### config.mk
export PLATFORM = sky130hd
export DESIGN_NAME = settable_hour_minute_clock_core
export DESIGN_NICKNAME = d
export VERILOG_FILES = /design/src/rtl/shmc_pkg.sv /design/src/rtl/settable_hour_minute_clock_core.sv
export SDC_FILE = /design/constraint.sdc
export NUM_CORES = 1
export LEC_CHECK = 0
export BUFFER_PORTS_ARGS = -buffer_cell sky130_fd_sc_hd__buf_4
export CAP_MARGIN = 15
export CORE_ASPECT_RATIO = 0.8
export CORE_MARGIN = 2
export CORE_UTILIZATION = 43
export DETAILED_ROUTE_END_ITERATION = 7
export MAX_ROUTING_LAYER = met4
export PLACE_DENSITY_LB_ADDON = 0.05
export SYNTH_ARGS = -nofsm -noshare
export SYNTH_HDL_FRONTEND = slang
export SYNTH_SLANG_ARGS = --single-unit
### constraint.sdc
create_clock -name clk -period 9.4 [get_ports clk]
set_input_delay 1.88 -clock clk [delete_from_list [all_inputs] [get_ports clk]]
set_output_delay 1.88 -clock clk [all_outputs]
set_load 0.01 [all_outputs]
### src/rtl/shmc_pkg.sv
// shmc_pkg: shared constants, codes and digit helpers for the settable clock
// used by settable_hour_minute_clock_core and shmc_checker; no dependencies
package shmc_pkg;

  localparam int HOUR_W   = 5;
  localparam int MINUTE_W = 6;
  localparam int SECOND_W = 6;
  localparam int LED_W    = 2;
  localparam int SW_W     = 4;
  localparam int CFG_W    = 6;
  localparam int CFG_IDX_W = 1;

  localparam logic [HOUR_W-1:0]   HOUR_MAX   = 5'd23;
  localparam logic [MINUTE_W-1:0] MINUTE_MAX = 6'd59;
  localparam logic [SECOND_W-1:0] SECOND_MAX = 6'd59;

  // request kinds
  localparam logic REQ_PRESS = 1'b0;
  localparam logic REQ_TICK  = 1'b1;

  // switch bit positions
  localparam int SW_MODE   = 0;
  localparam int SW_RESET  = 1;
  localparam int SW_HOUR   = 2;
  localparam int SW_MINUTE = 3;

  // led codes
  localparam logic [LED_W-1:0] LED_NORMAL  = 2'd0;
  localparam logic [LED_W-1:0] LED_BLINK_A = 2'd1;
  localparam logic [LED_W-1:0] LED_BLINK_B = 2'd2;

  // configuration register indexes
  localparam logic [CFG_IDX_W-1:0] CFG_RESET_HOUR   = 1'b0;
  localparam logic [CFG_IDX_W-1:0] CFG_RESET_MINUTE = 1'b1;

  typedef struct packed {
    logic [1:0] hour_tens;
    logic [3:0] hour_ones;
    logic [2:0] minute_tens;
    logic [3:0] minute_ones;
  } digits_t;

  // hours are always 0..23, minutes 0..59
  function automatic digits_t to_digits(logic [HOUR_W-1:0] h, logic [MINUTE_W-1:0] m);
    digits_t d;
    logic [HOUR_W-1:0]   h_rem;
    logic [MINUTE_W-1:0] m_rem;
    if (h >= 5'd20) begin
      d.hour_tens = 2'd2;
      h_rem = h - 5'd20;
    end else if (h >= 5'd10) begin
      d.hour_tens = 2'd1;
      h_rem = h - 5'd10;
    end else begin
      d.hour_tens = 2'd0;
      h_rem = h;
    end
    if (m >= 6'd50) begin
      d.minute_tens = 3'd5;
      m_rem = m - 6'd50;
    end else if (m >= 6'd40) begin
      d.minute_tens = 3'd4;
      m_rem = m - 6'd40;
    end else if (m >= 6'd30) begin
      d.minute_tens = 3'd3;
      m_rem = m - 6'd30;
    end else if (m >= 6'd20) begin
      d.minute_tens = 3'd2;
      m_rem = m - 6'd20;
    end else if (m >= 6'd10) begin
      d.minute_tens = 3'd1;
      m_rem = m - 6'd10;
    end else begin
      d.minute_tens = 3'd0;
      m_rem = m;
    end
    d.hour_ones   = h_rem[3:0];
    d.minute_ones = m_rem[3:0];
    return d;
  endfunction

endpackage

### src/rtl/settable_hour_minute_clock_core.sv
// settable_hour_minute_clock_core: 24-hour clock with set mode, driven by tick and switch beats
// depends on shmc_pkg
// a result beat is registered and shows in the cycle after its input beat is accepted
// throughput: one beat per cycle; the single output register is refilled in the
//   cycle it is taken, so input stalls only while an unread result is held
// reset (rst_n low, synchronous): time 00:00:00, set mode off, led normal,
//   both reset-time registers zero, output empty
module settable_hour_minute_clock_core (
  input  logic       clk,
  input  logic       rst_n,
  input  logic       cfg_we,
  input  logic [0:0] cfg_index,
  input  logic [5:0] cfg_data,
  input  logic       in_valid,
  output logic       in_stall,
  input  logic       in_req_type,
  input  logic [3:0] in_switches,
  output logic       out_valid,
  input  logic       out_stall,
  output logic [1:0] out_hour_tens,
  output logic [3:0] out_hour_ones,
  output logic [2:0] out_minute_tens,
  output logic [3:0] out_minute_ones,
  output logic [1:0] out_led_pattern,
  output logic       out_setting_mode
);

  logic [shmc_pkg::HOUR_W-1:0]   reset_hour_r;
  logic [shmc_pkg::MINUTE_W-1:0] reset_minute_r;

  logic [shmc_pkg::HOUR_W-1:0]   hours_r, hours_nxt;
  logic [shmc_pkg::MINUTE_W-1:0] minutes_r, minutes_nxt;
  logic [shmc_pkg::SECOND_W-1:0] seconds_r, seconds_nxt;
  logic                          set_mode_r, set_mode_nxt;
  logic [shmc_pkg::LED_W-1:0]    led_r, led_nxt;

  logic                      out_valid_r;
  shmc_pkg::digits_t         digits_r, digits_nxt;

  logic                          in_accept;
  logic [shmc_pkg::HOUR_W-1:0]   hour_step;
  logic [shmc_pkg::MINUTE_W-1:0] minute_inc;
  logic                          minute_wrap;
  logic [shmc_pkg::HOUR_W-1:0]   hour_after_min;
  logic [shmc_pkg::HOUR_W-1:0]   hour_load;
  logic [shmc_pkg::MINUTE_W-1:0] minute_load;

  assign in_stall  = out_valid_r && out_stall;
  assign in_accept = in_valid && !in_stall;

  // plain increments with wrap
  assign hour_step      = (hours_r >= shmc_pkg::HOUR_MAX) ? '0 : hours_r + 1'b1;
  assign minute_wrap    = (minutes_r >= shmc_pkg::MINUTE_MAX);
  assign minute_inc     = minute_wrap ? '0 : minutes_r + 1'b1;
  assign hour_after_min = minute_wrap ? hour_step : hours_r;

  // out-of-range reset values saturate
  assign hour_load   = (reset_hour_r > shmc_pkg::HOUR_MAX) ? shmc_pkg::HOUR_MAX : reset_hour_r;
  assign minute_load = (reset_minute_r > shmc_pkg::MINUTE_MAX) ?
                       shmc_pkg::MINUTE_MAX : reset_minute_r;

  always_comb begin
    hours_nxt    = hours_r;
    minutes_nxt  = minutes_r;
    seconds_nxt  = seconds_r;
    set_mode_nxt = set_mode_r;
    led_nxt      = led_r;
    if (in_req_type == shmc_pkg::REQ_TICK) begin
      if (!set_mode_r) begin
        if (seconds_r >= shmc_pkg::SECOND_MAX) begin
          seconds_nxt = '0;
          minutes_nxt = minute_inc;
          hours_nxt   = hour_after_min;
        end else begin
          seconds_nxt = seconds_r + 1'b1;
        end
      end else begin
        led_nxt = (led_r == shmc_pkg::LED_BLINK_A) ? shmc_pkg::LED_BLINK_B :
                  shmc_pkg::LED_BLINK_A;
      end
    end else begin
      // highest switch bit wins
      if (in_switches[shmc_pkg::SW_MINUTE]) begin
        if (set_mode_r) begin
          minutes_nxt = minute_inc;
          hours_nxt   = hour_after_min;
        end
      end else if (in_switches[shmc_pkg::SW_HOUR]) begin
        if (set_mode_r) begin
          hours_nxt = hour_step;
        end
      end else if (in_switches[shmc_pkg::SW_RESET]) begin
        hours_nxt   = hour_load;
        minutes_nxt = minute_load;
      end else if (in_switches[shmc_pkg::SW_MODE]) begin
        set_mode_nxt = !set_mode_r;
        if (set_mode_r) begin
          led_nxt = shmc_pkg::LED_NORMAL;
        end
      end
    end
  end

  assign digits_nxt = shmc_pkg::to_digits(hours_nxt, minutes_nxt);

  always_ff @(posedge clk) begin
    if (!rst_n) begin
      reset_hour_r   <= '0;
      reset_minute_r <= '0;
    end else if (cfg_we) begin
      case (cfg_index)
        shmc_pkg::CFG_RESET_HOUR:   reset_hour_r   <= cfg_data[shmc_pkg::HOUR_W-1:0];
        shmc_pkg::CFG_RESET_MINUTE: reset_minute_r <= cfg_data[shmc_pkg::MINUTE_W-1:0];
        default: ;
      endcase
    end
  end

  always_ff @(posedge clk) begin
    if (!rst_n) begin
      hours_r     <= '0;
      minutes_r   <= '0;
      seconds_r   <= '0;
      set_mode_r  <= 1'b0;
      led_r       <= shmc_pkg::LED_NORMAL;
      out_valid_r <= 1'b0;
    end else begin
      if (in_accept) begin
        hours_r    <= hours_nxt;
        minutes_r  <= minutes_nxt;
        seconds_r  <= seconds_nxt;
        set_mode_r <= set_mode_nxt;
        led_r      <= led_nxt;
      end
      if (in_accept) begin
        out_valid_r <= 1'b1;
      end else if (!out_stall) begin
        out_valid_r <= 1'b0;
      end
    end
  end

  // result payload, held while stalled
  always_ff @(posedge clk) begin
    if (in_accept) begin
      digits_r <= digits_nxt;
    end
  end

  assign out_valid        = out_valid_r;
  assign out_hour_tens    = digits_r.hour_tens;
  assign out_hour_ones    = digits_r.hour_ones;
  assign out_minute_tens  = digits_r.minute_tens;
  assign out_minute_ones  = digits_r.minute_ones;
  assign out_led_pattern  = led_r;
  assign out_setting_mode = set_mode_r;

endmodule

==> reports/metrics.yaml <==
status: "complete, no violations"
max-cap-violations: 0
syn_area_um2: 3120
cts_root_buffer: "clkbuf_8"
post_cts_buffers: 0
grt_pass1_wl_mm: 12.4
fin_cells: 470
p_total_uw: 509
dr.pass1.iters: 5
start_util: 0.448
synth_edf_count: 13
skew_ns: 0.00425
synth_cell_types: 74
fillerInstances: 670
slew_headroom: 0.358
grt.total_usage: 0.200
met2_usage: 0.288
min_path_type: "flop to flop"
timing.final.crit_share: 0.462
clockBufferDepth: 2
drt-total-wl_mm: 7.37
place.gp.congestion: 0.884
rsz0062_at_grt: "no"
antenna_found_initial: 0
synth-seq-area-share: 0.331
drtIter0Drc: 180
postLayoutSetupSlackWorst_ns: 5.06
ctsHtreeMaxLevel: 2
drive_gt1_frac: 0.162
numPortBuffers: 34
vias: 2746
overflow: 0
synth_largest_area_cell: "dfxtp_1"
avgSynthCellArea_um2: 8.57
clk_latency_ns: 0.30
critPathRequiredTime_ns: 9.46
crit_path_max_fanout: 20
yosys_warnings: 0
vias_per_cell: 5.84
min_period_ns: 4.34
antenna_left: 0
synthXorXnorAreaFrac: 0.0281
grt_pass1_vias: 2455
grt_max_degree: 28
p_leak_uw: 0.00141
fmaxAchievable_mhz: 230
clk_pin_slew_worst_paths_ns: 0.09
critPathKind: "primary input to flop"
tns_ns: 0
grt_most_used_layer: "met2"
synthAdderAreaFrac: 0.0401
die_area_um2: 7950
synthesis.nets: 391
pre_cts_slack_ns: 4.78
max_stage_delay_ns: 0.50
critical_path.cell_chain: "buf_4 -> inv_1 -> o311a_1 -> a32o_1 -> inv_1 -> ha_1 -> a21boi_1 -> a311oi_2 -> o2111ai_1 -> a21o_1"
slowest_stage: "a311oi_2"
synthCells: 364
cp-end-kind: "flop"
worstRegToRegCells: 11
hold_path_depth: 2
synth_compound_area_frac: 0.289
rows: 27
met3_usage: 0.0331
synth_area_leaders: "dfxtp_1, edfxtp_1, nand2_1, nand3_1, ha_1"
cts_tree: "done"
synthFlopType: "dfxtp_1"
tightest_slew_ns: 0.962
yosys.area_share.simple: 0.218
syn2layout_area_growth_pct: 12.4
start_kind: "primary input"
routedWlPerCell_um: 15.7
muxShareOfSynthArea: 0.0297
drc_errors: 0
hold_viol: 0
ys_ff_latch: 45
die_x_um: 99.2
cp_common_cell: "inv_1"
final_nets: 409
worst_ep_arrival_time_ns: 4.41
use_met1: 0.286
ys_async_sr_fraction: 0
core_area_um2: 6960
synth.most_common_cell: "nand2_1"
hpwl_mm: 5.32
power.density_nw_per_um2: 145
drv_slew: 0
numCtsBuffers: 5
cts_resized: 0
antenna_cells: 0
ir_worst_vdd_mv: 0.0924
cts_hold_buf: 0
final-setup-viol-count: 0
synth_top_family_by_area: "compound AO/OA/AOI/OAI gates"
yosysTopAreaCellShare: 0.205
place_inst: 462
die_h_um: 80.2
pin_count: 35
clock_sinks: 45
yosys-top-cells-count: "nand2_1, dfxtp_1, nand3_1"
## path summary, 6_finish.rpt
path / from / endpoint / slack, ns
min reg2reg: reset_minute_r[0] / reset_minute_r[0] / 0.47
max reg2reg: minutes_r[0] / out_minute_ones[2] / 5.89
max: in_req_type / out_minute_ones[2] / 5.06
min: reset_minute_r[0] / reset_minute_r[0] / 0.47
## cells in the final DEF, fill, tap and decap left out, drive strengths merged, types with 5 or more instances in the layout
cell type   n
o21ai      22
dfxtp      32
nand2      39
o211a       6
inv        20
a21o        6
and2        8
clkbuf      5
nand3      27
nor3        7
a21oi      20
buf        35
edfxtp     13
nor2       22
mux2i       7
ha         10
nand4       7
xnor2       7
a21boi     10
nor2b       6
## cells by family (layout without fill, tap and decap cells)
| family | count (synthesis) | in the layout |
|---|---|---|
| AND/OR/NAND/NOR | 133 | 133 |
| AO/OA/AOI/OAI | 112 | 112 |
| flip-flops | 45 | 45 |
| buffers and inverters | 45 | 64 |
| adder cells (fa/ha/maj) | 10 | 10 |
| XOR/XNOR | 10 | 10 |
| multiplexers | 9 | 9 |
## critical path: cells and delay by family
family | cells | cell delay [ns]
adders and majority gates | 1 | 0.22
buffers and inverters | 3 | 0.70
AOI/OAI and AO/OA | 6 | 1.59
## final cells by class
cell class              instances  area (µm²)  share of cell area
clock buffers                   5        68.8              0.0196
repair buffers                 35         263              0.0750
clock inverters                 3        65.1              0.0186
well taps                      87         109              0.0311
flip-flops and latches         45        1030               0.294
multi-input cells             274        1890               0.539
inverters                      21        78.8              0.0225
## state kept, by name (all words and copies together), names as in the netlist, 3 cells and up
name,cells
hours_r,5
out_hour_ones,4
out_minute_ones,4
reset_minute_r,6
minutes_r,6
seconds_r,6
reset_hour_r,5
out_minute_tens,3
## report_power, final
part | leakage, µW | internal [µW] | switching (µW)
combinational | 0.000953 | 47.5 | 59.7
sequential | 0.000391 | 215 | 11.9
clock | 0.0000681 | 106 | 68.6
total | 0.00141 | 369 | 140
## metal layers
layer | vias to the layer above | wire length (µm)
met2 | 67 | 3240
li1 | 1385 | -
met1 | 1285 | 3750
met4 | 0 | 83
met3 | 9 | 293
met5 | - | 0
## through the flow
step / utilization / hold WS (ns) / cell area, µm²
2_1_floorplan: - / 0.444 / 3120
3_3_place_gp: 0.484 / 0.464 / 3370
3_5_place_dp: 0.484 / 0.460 / 3370
4_1_cts: 0.503 / 0.474 / 3500
5_1_grt: 0.503 / 0.495 / 3500
6_report: 0.503 / 0.472 / 3500
(Power assumes the default switching activity.)
